$ cat config.mk
export PLATFORM = sky130hd
export DESIGN_NAME = round_robin_task_scheduler
export DESIGN_NICKNAME = d
export VERILOG_FILES = /design/src/rtl/rrts_pkg.sv /design/src/rtl/rrts_ctrl.sv /design/src/rtl/rrts_dp.sv /design/src/rtl/round_robin_task_scheduler.sv
export SDC_FILE = /design/constraint.sdc
export NUM_CORES = 1
export LEC_CHECK = 0
export ABC_AREA = 1
export BUFFER_PORTS_ARGS = -buffer_cell sky130_fd_sc_hd__buf_2
export CAP_MARGIN = 5
export CORE_UTILIZATION = 57
export DETAILED_ROUTE_END_ITERATION = 16
export PLACE_DENSITY = 0.82
export SLEW_MARGIN = 40
export SYNTH_ARGS = -nofsm -noshare
export SYNTH_HDL_FRONTEND = slang
export SYNTH_SLANG_ARGS = --single-unit
$ cat constraint.sdc
create_clock -name clk -period 6.75 [get_ports clk]
set_clock_uncertainty 0.15 [all_clocks]
set_input_delay 0.3375 -clock clk [delete_from_list [all_inputs] [get_ports clk]]
set_output_delay 0.3375 -clock clk [all_outputs]
set_load 0.01 [all_outputs]
$ cat src/rtl/rrts_pkg.sv
`default_nettype none
// ----------------------------------------------------------------------------
// rrts_pkg
// Shared types and codes of the round-robin task scheduler.
// ----------------------------------------------------------------------------
package rrts_pkg;

	localparam int MAX_TASKS = 8;
	localparam int TASK_W    = $clog2(MAX_TASKS);
	localparam int CNT_W     = 4;
	localparam int LEN_W     = 8;
	localparam int TICK_W    = 16;
	localparam int EV_W      = 3;
	localparam int ACT_W     = 2;
	localparam int PH_W      = 2;
	localparam int CFG_IDX_W = 1;
	localparam int CFG_W     = 8;

	localparam logic [ACT_W-1:0] ACT_LOAD  = 2'd0;
	localparam logic [ACT_W-1:0] ACT_START = 2'd1;
	localparam logic [ACT_W-1:0] ACT_TICK  = 2'd2;

	localparam logic [PH_W-1:0] PH_NEW   = 2'd0;
	localparam logic [PH_W-1:0] PH_READY = 2'd1;
	localparam logic [PH_W-1:0] PH_RUN   = 2'd2;
	localparam logic [PH_W-1:0] PH_DONE  = 2'd3;

	localparam logic [EV_W-1:0] EV_ACK      = 3'd0;
	localparam logic [EV_W-1:0] EV_RAN      = 3'd1;
	localparam logic [EV_W-1:0] EV_PREEMPT  = 3'd2;
	localparam logic [EV_W-1:0] EV_FINISH   = 3'd3;
	localparam logic [EV_W-1:0] EV_ALL_DONE = 3'd4;

	localparam logic [CFG_IDX_W-1:0] CFG_QUANTUM    = 1'b0;
	localparam logic [CFG_IDX_W-1:0] CFG_TASK_COUNT = 1'b1;

	localparam logic [LEN_W-1:0]  QUANTUM_RST = 8'd4;
	localparam logic [CNT_W-1:0]  COUNT_RST   = 4'd1;
	localparam logic [LEN_W-1:0]  SAT_8       = '1;
	localparam logic [TICK_W-1:0] SAT_16      = '1;

	typedef struct packed {
		logic capture;
		logic commit;
	} dp_cmd_t;

endpackage : rrts_pkg
`default_nettype wire

$ cat src/rtl/rrts_ctrl.sv
`default_nettype none
// ----------------------------------------------------------------------------
// rrts_ctrl
// Two-state sequencer: take an item, then write it back once the result
// register is free.
// ----------------------------------------------------------------------------
module rrts_ctrl
	import rrts_pkg::*;
(
	input  wire logic clk,
	input  wire logic arst_n,
	input  wire logic in_valid,
	output logic      in_ready,
	output logic      out_valid,
	input  wire logic out_ready,
	output dp_cmd_t   cmd
);

	localparam logic S_IDLE   = 1'b0;
	localparam logic S_COMMIT = 1'b1;

	logic state_q;
	logic out_valid_q;

	assign in_ready    = (state_q == S_IDLE);
	assign out_valid   = out_valid_q;
	assign cmd.capture = in_valid && in_ready;
	assign cmd.commit  = (state_q == S_COMMIT) && (!out_valid_q || out_ready);

	always_ff @(posedge clk or negedge arst_n) begin
		if (!arst_n) begin
			state_q     <= S_IDLE;
			out_valid_q <= 1'b0;
		end else begin
			case (state_q)
				S_IDLE: begin
					if (cmd.capture) begin
						state_q <= S_COMMIT;
					end
				end
				S_COMMIT: begin
					if (cmd.commit) begin
						state_q <= S_IDLE;
					end
				end
				default: begin
					state_q <= S_IDLE;
				end
			endcase
			if (cmd.commit) begin
				out_valid_q <= 1'b1;
			end else if (out_ready) begin
				out_valid_q <= 1'b0;
			end
		end
	end

	a_accept_to_commit: assert property (@(posedge clk) disable iff (!arst_n)
		cmd.capture |=> (state_q == S_COMMIT))
		else $error("accepted item did not move to write-back");

	a_commit_loads_result: assert property (@(posedge clk) disable iff (!arst_n)
		cmd.commit |=> out_valid_q)
		else $error("write-back without a result beat");

	a_stall_holds_commit: assert property (@(posedge clk) disable iff (!arst_n)
		(state_q == S_COMMIT && out_valid_q && !out_ready) |=> (state_q == S_COMMIT))
		else $error("write-back left while result slot was full");

	a_no_accept_when_busy: assert property (@(posedge clk) disable iff (!arst_n)
		(state_q == S_COMMIT) |-> !cmd.capture)
		else $error("item taken during write-back");

endmodule : rrts_ctrl
`default_nettype wire

$ cat src/rtl/rrts_dp.sv
`default_nettype none
// ----------------------------------------------------------------------------
// rrts_dp
// Task table, scan stage (admission, cyclic ready search, time arithmetic)
// and write-back stage with the result register.
// ----------------------------------------------------------------------------
module rrts_dp
	import rrts_pkg::*;
(
	input  wire logic                  clk,
	input  wire logic                  arst_n,
	input  wire dp_cmd_t               cmd,
	input  wire logic                  cfg_we,
	input  wire logic [CFG_IDX_W-1:0]  cfg_index,
	input  wire logic [CFG_W-1:0]      cfg_wdata,
	input  wire logic [ACT_W-1:0]      action,
	input  wire logic [TASK_W-1:0]     task_slot,
	input  wire logic [LEN_W-1:0]      task_length,
	output logic [EV_W-1:0]            event_res,
	output logic [TASK_W-1:0]          ran_task,
	output logic [TICK_W-1:0]          tick_number,
	output logic [TICK_W-1:0]          turnaround,
	output logic [TICK_W-1:0]          waiting
);

	// configuration
	logic [LEN_W-1:0] quantum_q;
	logic [CNT_W-1:0] task_count_q;

	// task table and scheduler state
	logic [PH_W-1:0]   phase_q [MAX_TASKS];
	logic [LEN_W-1:0]  len_q   [MAX_TASKS];
	logic [LEN_W-1:0]  exec_q  [MAX_TASKS];
	logic [TICK_W-1:0] arr_q   [MAX_TASKS];
	logic [TASK_W-1:0] cur_q;
	logic [LEN_W-1:0]  slice_q;
	logic [TICK_W-1:0] tick_q;

	// scan stage, combinational
	logic [CNT_W-1:0]     n_c;
	logic [MAX_TASKS-1:0] in_batch_c;
	logic [MAX_TASKS-1:0] ready_c;
	logic [MAX_TASKS-1:0] live_vec_c;
	logic [PH_W-1:0]      phase_a_c [MAX_TASKS];
	logic                 admit_c;
	logic [TASK_W-1:0]    admit_k_c;
	logic [TASK_W-1:0]    cur0_c;
	logic                 run_here_c;
	logic                 pick_ok_c;
	logic [TASK_W-1:0]    pick_c;
	logic [TASK_W-1:0]    idx_c;
	logic                 found_c;
	logic [TASK_W-1:0]    c_c;
	logic [MAX_TASKS-1:0] c_hot_c;
	logic                 ready_other_c;
	logic [LEN_W:0]       ex_sum_c;
	logic [LEN_W-1:0]     ex_c;
	logic [TICK_W-1:0]    arr_c;
	logic [TICK_W-1:0]    fin_c;
	logic [TICK_W-1:0]    turn_c;

	// scan stage registers
	logic [ACT_W-1:0]  act_s1;
	logic [TASK_W-1:0] slot_s1;
	logic [LEN_W-1:0]  length_s1;
	logic [CNT_W-1:0]  n_s1;
	logic              admit_s1;
	logic [TASK_W-1:0] admit_k_s1;
	logic              live_s1;
	logic [TASK_W-1:0] cur0_s1;
	logic              found_s1;
	logic [TASK_W-1:0] c_s1;
	logic              ready_other_s1;
	logic [LEN_W-1:0]  ex_s1;
	logic [TICK_W-1:0] turn_s1;
	logic              finish_s1;

	// write-back stage, combinational
	logic              preempt_c;
	logic [TASK_W-1:0] next_c;
	logic [TICK_W-1:0] wait_c;
	logic [EV_W-1:0]   ev_c;

	always_comb begin
		n_c = (task_count_q > CNT_W'(MAX_TASKS)) ? CNT_W'(MAX_TASKS) : task_count_q;

		admit_c   = 1'b0;
		admit_k_c = '0;
		for (int i = MAX_TASKS - 1; i >= 0; i--) begin
			in_batch_c[i] = (CNT_W'(i) < n_c);
			if (in_batch_c[i] && phase_q[i] == PH_NEW) begin
				admit_c   = 1'b1;
				admit_k_c = TASK_W'(i);
			end
		end

		for (int i = 0; i < MAX_TASKS; i++) begin
			phase_a_c[i] = (admit_c && admit_k_c == TASK_W'(i)) ? PH_READY : phase_q[i];
			ready_c[i]    = in_batch_c[i] && (phase_a_c[i] == PH_READY);
			live_vec_c[i] = in_batch_c[i] && (phase_a_c[i] != PH_DONE);
		end

		cur0_c     = (CNT_W'(cur_q) >= n_c) ? '0 : cur_q;
		run_here_c = (phase_a_c[cur0_c] == PH_RUN);

		// cyclic search from cur0; entries outside the batch are never ready,
		// so wrapping at MAX_TASKS matches wrapping at the task count
		pick_ok_c = 1'b0;
		pick_c    = '0;
		for (int d = MAX_TASKS - 1; d >= 0; d--) begin
			idx_c = cur0_c + TASK_W'(d);
			if (ready_c[idx_c]) begin
				pick_ok_c = 1'b1;
				pick_c    = idx_c;
			end
		end

		found_c = run_here_c || pick_ok_c;
		c_c     = run_here_c ? cur0_c : pick_c;

		c_hot_c       = '0;
		c_hot_c[c_c]  = 1'b1;
		ready_other_c = |(ready_c & ~c_hot_c);

		ex_sum_c = {1'b0, exec_q[c_c]} + (LEN_W+1)'(1);
		ex_c     = ex_sum_c[LEN_W] ? SAT_8 : ex_sum_c[LEN_W-1:0];

		arr_c  = (admit_c && admit_k_c == c_c) ? tick_q : arr_q[c_c];
		fin_c  = (tick_q == SAT_16) ? SAT_16 : tick_q + TICK_W'(1);
		turn_c = (fin_c >= arr_c) ? fin_c - arr_c : '0;
	end

	always_ff @(posedge clk) begin
		if (cmd.capture) begin
			act_s1         <= action;
			slot_s1        <= task_slot;
			length_s1      <= task_length;
			n_s1           <= n_c;
			admit_s1       <= admit_c;
			admit_k_s1     <= admit_k_c;
			live_s1        <= |live_vec_c;
			cur0_s1        <= cur0_c;
			found_s1       <= found_c;
			c_s1           <= c_c;
			ready_other_s1 <= ready_other_c;
			ex_s1          <= ex_c;
			turn_s1        <= turn_c;
			finish_s1      <= (ex_c >= len_q[c_c]);
		end
	end

	always_comb begin
		preempt_c = (slice_q >= quantum_q) && ready_other_s1;
		next_c    = ((CNT_W'(c_s1) + CNT_W'(1)) >= n_s1) ? '0 : c_s1 + TASK_W'(1);
		wait_c    = (turn_s1 >= TICK_W'(ex_s1)) ? turn_s1 - TICK_W'(ex_s1) : '0;
		ev_c      = EV_ACK;
		if (act_s1 == ACT_TICK) begin
			if (!live_s1) begin
				ev_c = EV_ALL_DONE;
			end else if (found_s1) begin
				if (finish_s1) begin
					ev_c = EV_FINISH;
				end else if (preempt_c) begin
					ev_c = EV_PREEMPT;
				end else begin
					ev_c = EV_RAN;
				end
			end
		end
	end

	// configuration writes
	always_ff @(posedge clk or negedge arst_n) begin
		if (!arst_n) begin
			quantum_q    <= QUANTUM_RST;
			task_count_q <= COUNT_RST;
		end else if (cfg_we) begin
			case (cfg_index)
				CFG_QUANTUM:    quantum_q    <= cfg_wdata[LEN_W-1:0];
				CFG_TASK_COUNT: task_count_q <= cfg_wdata[CNT_W-1:0];
				default: ;
			endcase
		end
	end

	// lengths hold whatever was loaded; no reset
	always_ff @(posedge clk) begin
		if (cmd.commit && act_s1 == ACT_LOAD) begin
			len_q[slot_s1] <= length_s1;
		end
	end

	always_ff @(posedge clk or negedge arst_n) begin
		if (!arst_n) begin
			for (int i = 0; i < MAX_TASKS; i++) begin
				phase_q[i] <= PH_DONE;
				exec_q[i]  <= '0;
				arr_q[i]   <= '0;
			end
			cur_q   <= '0;
			slice_q <= LEN_W'(1);
			tick_q  <= '0;
		end else if (cmd.commit) begin
			case (act_s1)
				ACT_START: begin
					for (int i = 0; i < MAX_TASKS; i++) begin
						phase_q[i] <= (CNT_W'(i) < n_s1) ? PH_NEW : PH_DONE;
						exec_q[i]  <= '0;
						arr_q[i]   <= '0;
					end
					cur_q   <= '0;
					slice_q <= LEN_W'(1);
					tick_q  <= '0;
				end
				ACT_TICK: begin
					if (admit_s1) begin
						arr_q[admit_k_s1] <= tick_q;
						// the task that ran takes its phase from the outcome below
						if (!(found_s1 && admit_k_s1 == c_s1)) begin
							phase_q[admit_k_s1] <= PH_READY;
						end
					end
					if (live_s1) begin
						if (!found_s1) begin
							cur_q <= cur0_s1;
						end else begin
							exec_q[c_s1] <= ex_s1;
							if (tick_q != SAT_16) begin
								tick_q <= tick_q + TICK_W'(1);
							end
							if (finish_s1) begin
								phase_q[c_s1] <= PH_DONE;
								cur_q         <= c_s1;
								slice_q       <= LEN_W'(1);
							end else if (preempt_c) begin
								phase_q[c_s1] <= PH_READY;
								cur_q         <= next_c;
								slice_q       <= LEN_W'(1);
							end else begin
								phase_q[c_s1] <= PH_RUN;
								cur_q         <= c_s1;
								if (slice_q != SAT_8) begin
									slice_q <= slice_q + LEN_W'(1);
								end
							end
						end
					end
				end
				default: ;
			endcase
		end
	end

	// result register
	always_ff @(posedge clk) begin
		if (cmd.commit) begin
			event_res   <= ev_c;
			ran_task    <= (ev_c == EV_RAN || ev_c == EV_PREEMPT || ev_c == EV_FINISH)
				? c_s1 : '0;
			tick_number <= (act_s1 == ACT_START) ? '0 : tick_q;
			turnaround  <= (ev_c == EV_FINISH) ? turn_s1 : '0;
			waiting     <= (ev_c == EV_FINISH) ? wait_c : '0;
		end
	end

endmodule : rrts_dp
`default_nettype wire

$ cat src/rtl/round_robin_task_scheduler.sv
`default_nettype none
// ----------------------------------------------------------------------------
// round_robin_task_scheduler
// Round-robin scheduler with a time quantum over up to eight tasks.
// ----------------------------------------------------------------------------
// Every item (load length, start batch, tick) yields exactly one result beat.
// An item first passes the scan stage (admit the lowest new task, search
// cyclically for the running or next ready task, form the executed count and
// turnaround), then the write-back stage (write the table back and load the
// result register). Write-back waits while the result register holds a beat
// that has not been taken, so a stalled output stretches the item; a new item
// is taken only after the last one has been written back. Configuration writes
// (quantum, task count) take effect at once and belong to idle periods only.
module round_robin_task_scheduler
	import rrts_pkg::*;
(
	input  wire logic                  clk,
	input  wire logic                  arst_n,
	input  wire logic                  cfg_we,
	input  wire logic [CFG_IDX_W-1:0]  cfg_index,
	input  wire logic [CFG_W-1:0]      cfg_wdata,
	input  wire logic                  in_valid,
	output logic                       in_ready,
	input  wire logic [ACT_W-1:0]      action,
	input  wire logic [TASK_W-1:0]     task_slot,
	input  wire logic [LEN_W-1:0]      task_length,
	output logic                       out_valid,
	input  wire logic                  out_ready,
	output logic [EV_W-1:0]            event_res,
	output logic [TASK_W-1:0]          ran_task,
	output logic [TICK_W-1:0]          tick_number,
	output logic [TICK_W-1:0]          turnaround,
	output logic [TICK_W-1:0]          waiting
);

	dp_cmd_t cmd;

	rrts_ctrl u_ctrl (
		.clk       (clk),
		.arst_n    (arst_n),
		.in_valid  (in_valid),
		.in_ready  (in_ready),
		.out_valid (out_valid),
		.out_ready (out_ready),
		.cmd       (cmd)
	);

	rrts_dp u_dp (
		.clk         (clk),
		.arst_n      (arst_n),
		.cmd         (cmd),
		.cfg_we      (cfg_we),
		.cfg_index   (cfg_index),
		.cfg_wdata   (cfg_wdata),
		.action      (action),
		.task_slot   (task_slot),
		.task_length (task_length),
		.event_res   (event_res),
		.ran_task    (ran_task),
		.tick_number (tick_number),
		.turnaround  (turnaround),
		.waiting     (waiting)
	);

endmodule : round_robin_task_scheduler
`default_nettype wire
# --- Word level (Yosys, flattened, before mapping) ---
# Memory sizes are Yosys's and may differ from the RTL's.
# Index checks and enable logic that the tools add are counted.
word_totals:
  register_bits: 358
  latch_bits: 0
  ramBits: 64
  romBits: 0
  input_bits: 27
  output_inout_bits: 56
  word_cells: 363
  memories: 1
op_classes:
  addsub: 14
  mul: 0
  div: 0
  n_lt_le_gt_ge: 39
  eq_ne: 39
  shift: 0
  n_mux: 133
  bitwise: 18
  reduce_logical: 69
mem_list:
  columns: ["name", "words", "width", "read_ports", "rd_ports_with_merged_regs", "write_ports", "line_no", "source"]
  rows:
  - ["u_dp.len_q", 8, 8, 1, 0, 1, "rrts_dp.sv:32", "logic [LEN_W-1:0] len_q [MAX_TASKS];"]
op_table:
  columns: ["operator", "n"]
  rows:
  - ["2-to-1 mux 16 bit", 16]
  - ["one-hot mux 128 bit (2 select lines)", 1]
  - ["bitwise mux 128 bit", 1]
  - ["2-to-1 mux 128 bit", 1]
  - ["2-to-1 mux 64 bit", 2]
  - ["one-hot mux 64 bit (2 select lines)", 1]
  - ["2-to-1 mux 3 bit", 27]
  - ["2-to-1 mux 8 bit", 9]
  - ["bitwise mux 64 bit", 1]
  - ["one-hot mux 16 bit (2 select lines)", 2]
  - ["binary-select mux 16 bit (select 3 bit)", 1]
  - ["demux 16 bit (select 3 bit)", 1]
  - ["2-to-1 mux 2 bit", 21]
  - ["logical AND 1 bit", 41]
  - ["less-than comparator 3 x 4 -> 1 bit, second input constant", 9]
  - ["bitwise AND 8 bit", 4]
  - ["less-than comparator 3 x 4 -> 1 bit, first input constant", 8]
  - ["NOT 8 bit", 4]
  - ["2-to-1 mux 1 bit", 31]
  - ["binary-select mux 1 bit (select 3 bit)", 8]
  - ["binary-select mux 8 bit (select 3 bit)", 1]
  - ["demux 8 bit (select 3 bit)", 1]
  - ["OR 8 bit", 3]
  - ["== test 2 x 1 -> 1 bit, second input constant", 9]
  - ["other kinds (51)", 109]

# --- Longest topological paths before layout ---
# Gate-level depths: netlist (run 1).
depth:
  depth_word: 35
  ltp_mapped: 61

# --- Modules after synthesis ---
# Synthesis (run 1) repeated with hierarchy kept, for this count alone.
hier_totals:
  hier_cells: 2594
  area_unflattened_um2: 22009.9
modules_own_cells:
  columns: ["mod", "n_inst", "cells_per_inst", "area_per_inst_um2"]
  rows:
  - ["rrts_dp", 1, 2583, 21917.3]
  - ["rrts_ctrl", 1, 11, 92.6]

# --- Least setup slack after synthesis (run 1) ---
# Ideal clock, no wire load.
synth_path:
  path_kind: "flip-flop to flip-flop"
  startpoint: "reg u_dp.task_count_q[3]"
  endpoint: "reg u_dp.turn_s1[15], data pin"
  setup_time_ps: 259
  arrival_time_ps: 6254
  required_time_ps: 6341
  path_slack_ps: 87
  path_stages_with_launch: 57
  path_cell_list: "dfrtp_1 -> buf_4 -> nor2_1 -> inv_1 -> ha_1 -> o21ai_1 -> nand2_1 -> a21oi_1 -> nor2_1 -> nor2_2 -> clkinv_1 -> ha_1 -> clkbuf_1 -> inv_1 -> nand3_1 -> nand3_1 -> nand2_1 -> inv_1 -> [... 21 more ...] -> nand3_1 -> nand2_1 -> nand2_1 -> inv_1 -> o21ai_0 -> nand2_1 -> nand2_1 -> inv_1 -> nor2_1 -> inv_1 -> a21oi_1 -> inv_1 -> nand2_1 -> inv_1 -> nor2_1 -> inv_1 -> a21oi_1 -> a21oi_1"
synth_via:
  elab_cells_between_ends: 122
  classes_between: "8 x add/sub; 11 x order compare; 17 x eq/ne; 58 x mux; 2 x bitwise; 26 x reduce/logical"
synth_rtl:
  columns: ["element", "line_no", "source"]
  rows:
  - ["start: declaration", "rrts_dp.sv:28", "logic [CNT_W-1:0] task_count_q;"]
  - ["start signal: assignment", "rrts_dp.sv:180", "CFG_TASK_COUNT: task_count_q <= cfg_wdata[CNT_W-1:0];"]
  - ["greater-than comparator 4 bit (*)", "rrts_dp.sv:85", "n_c = (task_count_q > CNT_W'(MAX_TASKS)) ? CNT_W'(MAX_TASKS) : task_count_q;"]
  - ["2-to-1 mux 4 bit (*)", "rrts_dp.sv:85", null]
  - ["named net u_dp.n_c[1]", "rrts_dp.sv:40", "logic [CNT_W-1:0] n_c;"]
  - ["greater-or-equal comparator 3 x 4 -> 1 bit (*)", "rrts_dp.sv:103", "cur0_c = (CNT_W'(cur_q) >= n_c) ? '0 : cur_q;"]
  - ["2-to-1 mux 3 bit (*)", "rrts_dp.sv:103", null]
  - ["named net u_dp.cur0_c[1]", "rrts_dp.sv:47", "logic [TASK_W-1:0] cur0_c;"]
  - ["adder 3 bit", "rrts_dp.sv:111", "idx_c = cur0_c + TASK_W'(d);"]
  - ["binary-select mux 1 bit (select 3 bit)", "rrts_dp.sv:112", "if (ready_c[idx_c]) begin"]
  - ["2-to-1 mux 1 bit (not written as such)", "rrts_dp.sv:112", null]
  - ["2-to-1 mux 3 bit (8 in series)", "rrts_dp.sv:112", null]
  - ["2-to-1 mux 3 bit (*)", "rrts_dp.sv:119", "c_c = run_here_c ? cur0_c : pick_c;"]
  - ["NOT 3 -> 4 bit (not written as such)", "rrts_dp.sv:128", "arr_c = (admit_c && admit_k_c == c_c) ? tick_q : arr_q[c_c];"]
  - ["binary-select mux 16 bit (select 3 bit)", "rrts_dp.sv:128", null]
  - ["2-to-1 mux 16 bit (not written as such) (2 in series)", "rrts_dp.sv:128", null]
  - ["2-to-1 mux 16 bit (*)", "rrts_dp.sv:128", null]
  - ["subtractor 16 bit or greater-or-equal comparator 16 bit (tied branches)", "rrts_dp.sv:130", "turn_c = (fin_c >= arr_c) ? fin_c - arr_c : '0;"]
  - ["end signal: assignment", "rrts_dp.sv:147", "turn_s1 <= turn_c;"]
  - ["end: declaration", "rrts_dp.sv:75", "logic [TICK_W-1:0] turn_s1;"]
# Mark *: on every way through the listed nets, which the timed path passes. The rest lies on a longest branch. The select of a mux whose other input is x is not followed.
# A chain may end at the register's enable or synchronous reset.

# --- Worst setup path after layout (run 1) ---
layout_path:
  startpoint: "reg u_dp.task_count_q[0]"
  endpoint: "reg u_dp.turn_s1[15], data pin"
layout_via:
  elab_chain_cells: 34
  elab_cells_between_ends: 122
  classes_between: "8 x add/sub; 11 x order compare; 17 x eq/ne; 58 x mux; 2 x bitwise; 26 x reduce/logical"
layout_lines:
  columns: ["element", "line_no", "source"]
  rows:
  - ["greater-than comparator 4 bit", "rrts_dp.sv:85", null]
  - ["2-to-1 mux 4 bit (*)", "rrts_dp.sv:85", null]
  - ["named net u_dp.n_c[0]", "rrts_dp.sv:40", null]
  - ["less-than comparator 3 x 4 -> 1 bit", "rrts_dp.sv:90", "in_batch_c[i] = (CNT_W'(i) < n_c);"]
  - ["logical AND 1 bit", "rrts_dp.sv:91", "if (in_batch_c[i] && phase_q[i] == PH_NEW) begin"]
  - ["2-to-1 mux 3 bit (8 in series)", "rrts_dp.sv:91", null]
  - ["== test 3 x 1 -> 1 bit, or another cell as far along", "rrts_dp.sv:98", "phase_a_c[i] = (admit_c && admit_k_c == TASK_W'(i)) ? PH_READY : phase_q[i];"]
  - ["logical AND 1 bit", "rrts_dp.sv:98", null]
  - ["[... 4 more ...]", null, null]
  - ["2-to-1 mux 1 bit (not written as such)", "rrts_dp.sv:112", null]
  - ["2-to-1 mux 3 bit (8 in series)", "rrts_dp.sv:112", null]
  - ["2-to-1 mux 3 bit", "rrts_dp.sv:119", null]
  - ["NOT 3 -> 4 bit (not written as such)", "rrts_dp.sv:128", null]
  - ["binary-select mux 16 bit (select 3 bit)", "rrts_dp.sv:128", null]
  - ["2-to-1 mux 16 bit (not written as such) (2 in series)", "rrts_dp.sv:128", null]
  - ["2-to-1 mux 16 bit (*)", "rrts_dp.sv:128", null]
  - ["subtractor 16 bit or greater-or-equal comparator 16 bit (tied branches)", "rrts_dp.sv:130", null]
# Marked as above.

==> results of run 1 <==
per-stage QoR:
| step | cells | instance area, um2 | hold WS (ps) | utilization (%) | setup slack [ps] |
|---|---|---|---|---|---|
| floorplan | 2739 | 22500 | -108 | - | 87.3 |
| global placement | 3279 | 23600 | 315 | 60.9 | 247 |
| detailed placement | 3283 | 23700 | 24.8 | 61.1 | -50.8 |
| CTS | 3393 | 25600 | 7.53 | 65.9 | 64.7 |
| global route | 3434 | 26400 | 29.5 | 68.0 | -438 |
| finish | 3434 | 26400 | 18.4 | 68.0 | 58.5 |
logic make-up after synthesis:
group	count (synthesis)
simple gates	1170
fa+ha+maj	58
compound gates	516
buf+inv	535
flops	422
xor+xnor	38
flip-flops by register name, indices dropped and copies added (netlist names), 16 cells and up:
signal and count:
u_dp.len_q 64, u_dp.exec_q 64, u_dp.turnaround 16, u_dp.phase_q 16, u_dp.arr_q 128, u_dp.waiting 16, u_dp.tick_number 16, u_dp.turn_s1 16
u_dp.tick_q 16
area by class of cell:
type,count,area share (%)
inverters,420,5.98
well taps,518,2.46
flip-flops and latches,422,43.4
multi-input cells,1783,35.5
repair buffers,208,6.67
clock inverters,30,1.35
clock buffers,53,4.66
routing by layer:
| metal | global-route usage [%] | vias to the layer above |
|---|---|---|
| met2 | 54.8 | 1403 |
| li1 | - | 9334 |
| met4 | 17.0 | 2 |
| met1 | 42.4 | 9813 |
| met5 | 0 | - |
| met3 | 6.19 | 316 |
synth_stat cells, types with 20 or more instances:
cell / number
a21oi_1: 77
buf_2: 24
clkbuf_1: 71
dfrtp_1: 230
edfxtp_1: 173
ha_1: 56
inv_1: 403
nand2_1: 623
nand3_1: 272
nand4_1: 27
nor2_1: 169
nor3_1: 32
o21ai_0: 284
o21ai_1: 20
o22ai_1: 71
xor2_1: 31
worst max-delay path, delay by kind of cell, from the launching register on:
family | cells | cell delay (ps)
xor+xnor | 1 | 180
simple gates | 30 | 2550
compound gates | 10 | 1450
buf+inv | 10 | 890
fa+ha+maj | 3 | 750
flops | 1 | 560
how the worst max path moves through the flow:
stage                              start                to  slack [ps]
floorplan           u_dp.task_count_q[3]  u_dp.turn_s1[15]          90
global placement    u_dp.task_count_q[0]  u_dp.turn_s1[15]         250
detailed placement  u_dp.task_count_q[0]   u_dp.turn_s1[4]         -50
CTS                 u_dp.task_count_q[0]  u_dp.turn_s1[15]          60
global route        u_dp.task_count_q[3]  u_dp.turn_s1[15]        -440
finish              u_dp.task_count_q[0]  u_dp.turn_s1[15]          60
repair_timing:
action                                  4_1_cts  5_1_grt
hold buffers                                 24        0
resized for setup                             5       94
hold endpoints to repair                     99        0
buffers inserted                              3       29
cloned                                        0       12
endpoints found under the setup margin        3       17
pin swaps                                     1       31
==> results.txt, run 1 <==
The length in cells of the worst reg-to-reg path was 54; the wire length the detailed router placed on met1 was 25.4 mm. Sequential cells were found to cover 50.9% of the synthesized design area. After detailed routing, no signal wire sits above met5. Setup slack on the worst reg-to-reg path comes out at 60 ps. The setup path with the least slack is of type flip-flop to flip-flop. Clock-pin slew was measured on the worst setup and hold paths at 60 ps.

The count of final max-slew check failures was 0. Entering global routing, the biggest net connects 120 pins. Dividing the detail-routed wire length by the instance count gives 20.3 um. For this design the top-level I/O count stands at 83. CTS built an H-tree with a depth of 2. In this run the critical register-to-register path is captured at u_dp.turn_s1[15]. The number of distinct library cells after synthesis is 55, and the clock latency at the later pin of the worst-skew pair is 600 ps. The synthesized design spends more area on one cell type than any other, namely dfrtp_1.

The average via count per standard cell works out to 6.08. For this block, the routed nets add up to 69.6 mm of wire. Of the total synthesized cell area, the portion taken by XOR and XNOR cells is 1.48%. Data arrives at the worst endpoint at 6980 ps. Summing the areas of all compound-gate instances in the mapped netlist gives 12.7% of the synthesized area. The library cell used most frequently in the layout, excluding fill and tap cells, is nand2_1.

Setup violations remaining at the end of the flow were counted as 0. The number of antenna diodes in the final layout is 0. The transition time at the pin with the least slew margin is 859 ps, and the synthesis-to-layout area growth is 17.2%. In this run the vertical extent of the chip is 201 um.

A synthesized cell averages 8.22 um2. In this run the horizontal extent of the chip is 201 um. Floorplan die area: 0.0403 mm2.

The run gives 20,000 as the via count of the first global-routing pass. The data required time of the critical path is 7040 ps. The post-detailed-placement half-perimeter wirelength was 45.5 mm.

The final critical delay including setup and external delays was 6690 ps. During placement, the flow inserted port buffers numbering 82. The maximum clock path buffer count came out at 3.

Setup repair after global routing could not meet its margin everywhere. For this configuration, the core starts out at a cell density of 58.0%. Once detail routing completed, the nets flagged for antenna violations numbered 0. The CTS root buffer is clkbuf_16. Summed over all failing endpoints, the final setup total negative slack is 0 ps. The worst setup path is captured at a flip-flop.

The yosys synthesis warning count came out at 0. The run gives 0.996 as the routability congestion estimate. The total routing resource utilization after global routing came out at 33.4%.

Summed over all nets, wire length on met3 after detailed routing comes to 7.70 mm. The run finished with clean final reports. Of all flip-flops after synthesis, the portion carrying an async set or reset was 59.0%. The max-slew headroom at the worst pin was 42.8%. For the initial antenna violation count, the log shows 1.

The cell area that synthesis handed to floorplanning was 0.0225 mm2. The floorplan has 72 rows. In the final layout, flip-flops and latches occupy 0.0115 mm2. Summed over all nets, wire length on met2 after detailed routing comes to 32.4 mm. The startpoint identified for the worst register-to-register timing path is u_dp.task_count_q[0]. After the first detailed-routing iteration, the DRC count stood at 2,617. The leftover overflow at the end of global routing was 0.

The top cell types in the final layout, fill and taps aside, are nand2_1 (608), inv_1 (397), o21ai_0 (270), nand3_1 (260), dfrtp_1 (229). By area, the combinational part of the netlist is dominated by simple AND/OR/NAND/NOR gates. The count of clock tree sinks was 422; the number of filler cells placed in the layout was 2,936. The tools report the category of the worst setup path launch point as a flip-flop.

Placeable core region: 0.0388 mm2. First-pass GRT wire length: 106 mm. Adder-cell share of the synthesized area: 3.29%. In the final layout, the share of cells above drive strength 1 is 14.0%. Number of nets in the final layout: 2,965. The delay of the slowest cell on the worst path is 560 ps, and the top-area cell type share of the netlist area is 25.6%. In the final layout, the multi-input gates occupy 0.00936 mm2. Across the run, the number of max-cap violations was 0.

The total via count in the routed design is 20,900, and the final critical-path share of the clock period is 99.1%. The most used flip-flop cell after synthesis is dfrtp_1. Buffers inserted during clock tree synthesis total 45. Summing the areas of all and, or, nand and nor instances in the mapped netlist gives 22.3% of the synthesized area. The dominant cell type by count on the critical path is nand2_1. The number of remaining DRC errors came out at 0. TritonCTS built the clock tree. The final count of hold timing violations is 0, and the largest fanout on the critical path is 8. After technology mapping, the gate count stands at 2,739. Derived from the worst setup path, the maximum achievable clock frequency is 149 MHz. The portion of synthesized area spent on multiplexers is 0%. The first detailed-routing pass ran for 6 iterations. The master of the slowest instance on the critical path is dfstp_2. After synthesis, the cell types taking the most area are dfrtp_1 (26%), edfxtp_1 (23%), nand2_1 (10%), inv_1 (6.7%), o21ai_0 (6.3%).

The synthesized design contains 422 register bits. The synthesized netlist net count came out at 2,824. The number of enable-type register cells in the synthesized netlist is 173. The tightest min-delay check is of the input port to asynchronous set/reset pin type.
Power of run 1 is left out: the tool's default activity adds up to more than one toggle a clock period on the data nets, which glitch-free logic cannot reach.
==> run 2, diff against run 1 <==
- CELL_PAD_IN_SITES_DETAIL_PLACEMENT: unset -> 0
- CELL_PAD_IN_SITES_GLOBAL_PLACEMENT: unset -> 1
- CORE_UTILIZATION: 57 -> 43
- REMOVE_ABC_BUFFERS: unset -> 1
- SETUP_SLACK_MARGIN: unset -> 0.4
==> run 2 against run 1 <==
Against the previous run: sequential share of layout area fell by 2.3 points; sequential cell count did not move; critical path depth down 6; largest cell class unchanged.
==> results.txt, run 2 (synthesis gave the netlist of run 1 again) <==
The count of final max-slew check failures came out at 0 (unchanged). Data required time of the critical path: 6950 ps (-90 ps). The capturing point of the worst reg2reg path was u_dp.turn_s1[7]. For the post-detailed-route count of antenna-violating nets, the log shows 0 (unchanged). The run gives 1,531 (-41%) as the number of design-rule violations left by the first detailed-router iteration.

The flow ran to the end, and the final reports show no timing, DRC or antenna violations. For the placeable core region, the log shows 0.0515 mm2 (+33%). The initial antenna violation count was 0 (-1). Capturing element type of the critical path: a flip-flop. The clock transition at the registers of the reported paths was 60 ps (about the same).

Post-placement cell area: 0.0240 mm2 (+0.97%). The final count of hold timing violations is 0 (unchanged). The register with the most flip-flops in the final layout is u_dp.arr_q. The total CTS buffers was 49 (+8.9%); the count of clock tree sinks was 422 (unchanged). The run gives 43.7% (-14 points) as the initial core utilization. The worst hold path belongs to the class input port to asynchronous set/reset pin.

The average via count per standard cell was 5.41 (-11%). The number of flip-flops under the largest register name was 128 (unchanged). The total of max-cap violations came out at 0 (unchanged).

The x dimension of the die is 231 um (+15%). The number of inserted diodes was 0 (unchanged); the setup slack of the most critical reg-to-reg path was 460 ps (+400 ps). TritonCTS built the clock tree. The tools report the floorplan die area as 0.0533 mm2 (+32%). The clock latency at the later pin of the worst-skew pair is 590 ps (about the same).

The number of nets in the final layout is 3,031 (+2.2%), and the transition time at the pin with the least slew margin is 856 ps (-2.82 ps). The via count of the first global-routing pass came out at 19,000 (-5.0%). The maximum level of the CTS H-tree was 2 (unchanged). The length in cells of the worst reg-to-reg path is 48 (-11%), and the count of buffers from port buffering is 82 (unchanged). The logs give 0 (unchanged) for the number of setup violations in the final report and 24.6% (-8.7 points) for the total routing resource utilization after global routing. Routability congestion estimate: 0.887 (-11%).

Master of the slowest instance on the critical path: dfstp_2. In this run the critical register-to-register path is launched from u_dp.task_count_q[0]. Dominant cell type by count on the critical path: buf_4. The library cells used most frequently in the layout, excluding fill and tap cells, are nand2_1 (579), inv_1 (390), o21ai_0 (256), nand3_1 (235), dfrtp_1 (228). Synthesis-to-layout area growth: 23.9%. The run gives 0 (unchanged) as the number of remaining DRC errors.

The arrival time of data at the critical path endpoint came out at 6490 ps (-490 ps). For the final instance area, the log shows 0.0279 mm2 (+5.7%). Leaving out fill and tap cells, the most frequent cell in the layout is nand2_1. In the final layout, the registers with the most flip-flops are u_dp.arr_q (128), u_dp.exec_q (64), u_dp.len_q (64).

The chip height was 231 um (+15%); the largest fanout on the critical path was 7 (-1). Post-detailed-placement half-perimeter wirelength: 44.3 mm (-2.7%). The worst setup path is of the flip-flop to flip-flop kind. For the final wirelength, the log shows 66.6 mm (-4.3%).

For the row count, the log shows 83 (+15%). CTS root buffer: clkbuf_16. The logs give 83 (unchanged) for the I/O pin total and 77 (-36%) for the largest net degree at the start of global routing. Delay of the slowest cell on the worst path: 560 ps (about the same). The first-pass GRT wire length came out at 104 mm (-1.8%). Category of the worst setup path launch point: a flip-flop. Fraction of final layout cells with drive strength greater than 1: 18.7% (+4.7 points). The run gives 6 (unchanged) as the length of the first detailed-routing pass in iterations.

The final routed wire length divided by cell count works out to 18.2 um (-10%). For the fmax, the log shows 159 MHz (+6.4%). The final critical-path share of the clock period works out to 93.2% (-5.9 points). Setup repair after global routing could not meet its margin everywhere. Maximum clock path buffer count: 3 (unchanged).

For the total via count in the routed design, the log shows 19,800 (-4.9%). For the max-slew headroom at the worst pin, the log shows 43.0% (+0.19 points). The tools report the leftover overflow at the end of global routing as 0 (unchanged). Final critical delay including setup and external delays: 6290 ps (-400 ps).
[run 2: cell count changes in the layout (fill, tap and decap cells not counted), moves of 10 or more]
cell | before | now
buf_4 | 75 | 110
buf_6 | 6 | 20
nand2_1 | 608 | 579
nand2_2 | 21 | 41
nand3_1 | 260 | 235
nand3_2 | 13 | 28
nand3_4 | 1 | 11
o21ai_0 | 270 | 256
[run 2: metal layers]
layer	global-route usage, %	routed length [um]
met5	0	0
met4	8.88	2120
met3	3.00	3880
met2	39.2	30900
met1	34.5	29700
[run 2: repair_timing]
item / CTS / global route
gates cloned: 7 / 5
hold buffers: 30 / 0
resized for setup: 78 / 202
pin swaps: 34 / 83
endpoints found under the hold margin: 121 / 0
endpoints found under the setup margin: 15 / 17
setup buffers: 39 / 45
[run 2: worst max-delay path: cells and delay by family, from the launching register on]
kind | cells | cell delay, ps
simple gates | 22 | 2010
xor+xnor | 1 | 130
buf+inv | 17 | 1900
fa+ha+maj | 2 | 440
compound gates | 6 | 870
flops | 1 | 560
[run 2: per-stage QoR]
step | util (%) | cells | hold WS [ps] | worst slack, ps | TNS (ps)
finish | 54.2 | 3667 | 105 | 459 | 0
detailed placement | 46.5 | 3448 | 131 | 6.36 | 0
global placement | 46.3 | 3442 | 316 | 109 | 0
floorplan | - | 2624 | -108 | -1870 | -24460
CTS | 51.7 | 3616 | 95.5 | 386 | 0
global route | 54.2 | 3667 | 128 | 144 | 0
[run 2: worst max-delay path by stage]
stage,start,end,slack (ps),depth (start not counted)
6_report,u_dp.task_count_q[0],u_dp.turn_s1[7],460,48
4_1_cts,u_dp.task_count_q[0],u_dp.turn_s1[15],390,52
5_1_grt,u_dp.task_count_q[0],u_dp.turn_s1[15],140,54
3_3_place_gp,u_dp.task_count_q[0],u_dp.turn_s1[15],110,54
2_1_floorplan,u_dp.task_count_q[0],u_dp.turn_s1[15],-1870,51
3_5_place_dp,u_dp.task_count_q[0],u_dp.turn_s1[15],6,51
[run 2: layout make-up]
cell class / count / area (um2)
clock buffer: 62 / 1370
clock inverter: 30 / 277
fill: 4680 / 23600
inverter: 420 / 1600
multi-input combinational: 1782 / 9950
sequential: 422 / 11500
tap: 680 / 851
timing repair buffer: 270 / 2390
timing repair inverter: 1 / 7.51
Power of run 2 is left out for the same reason.
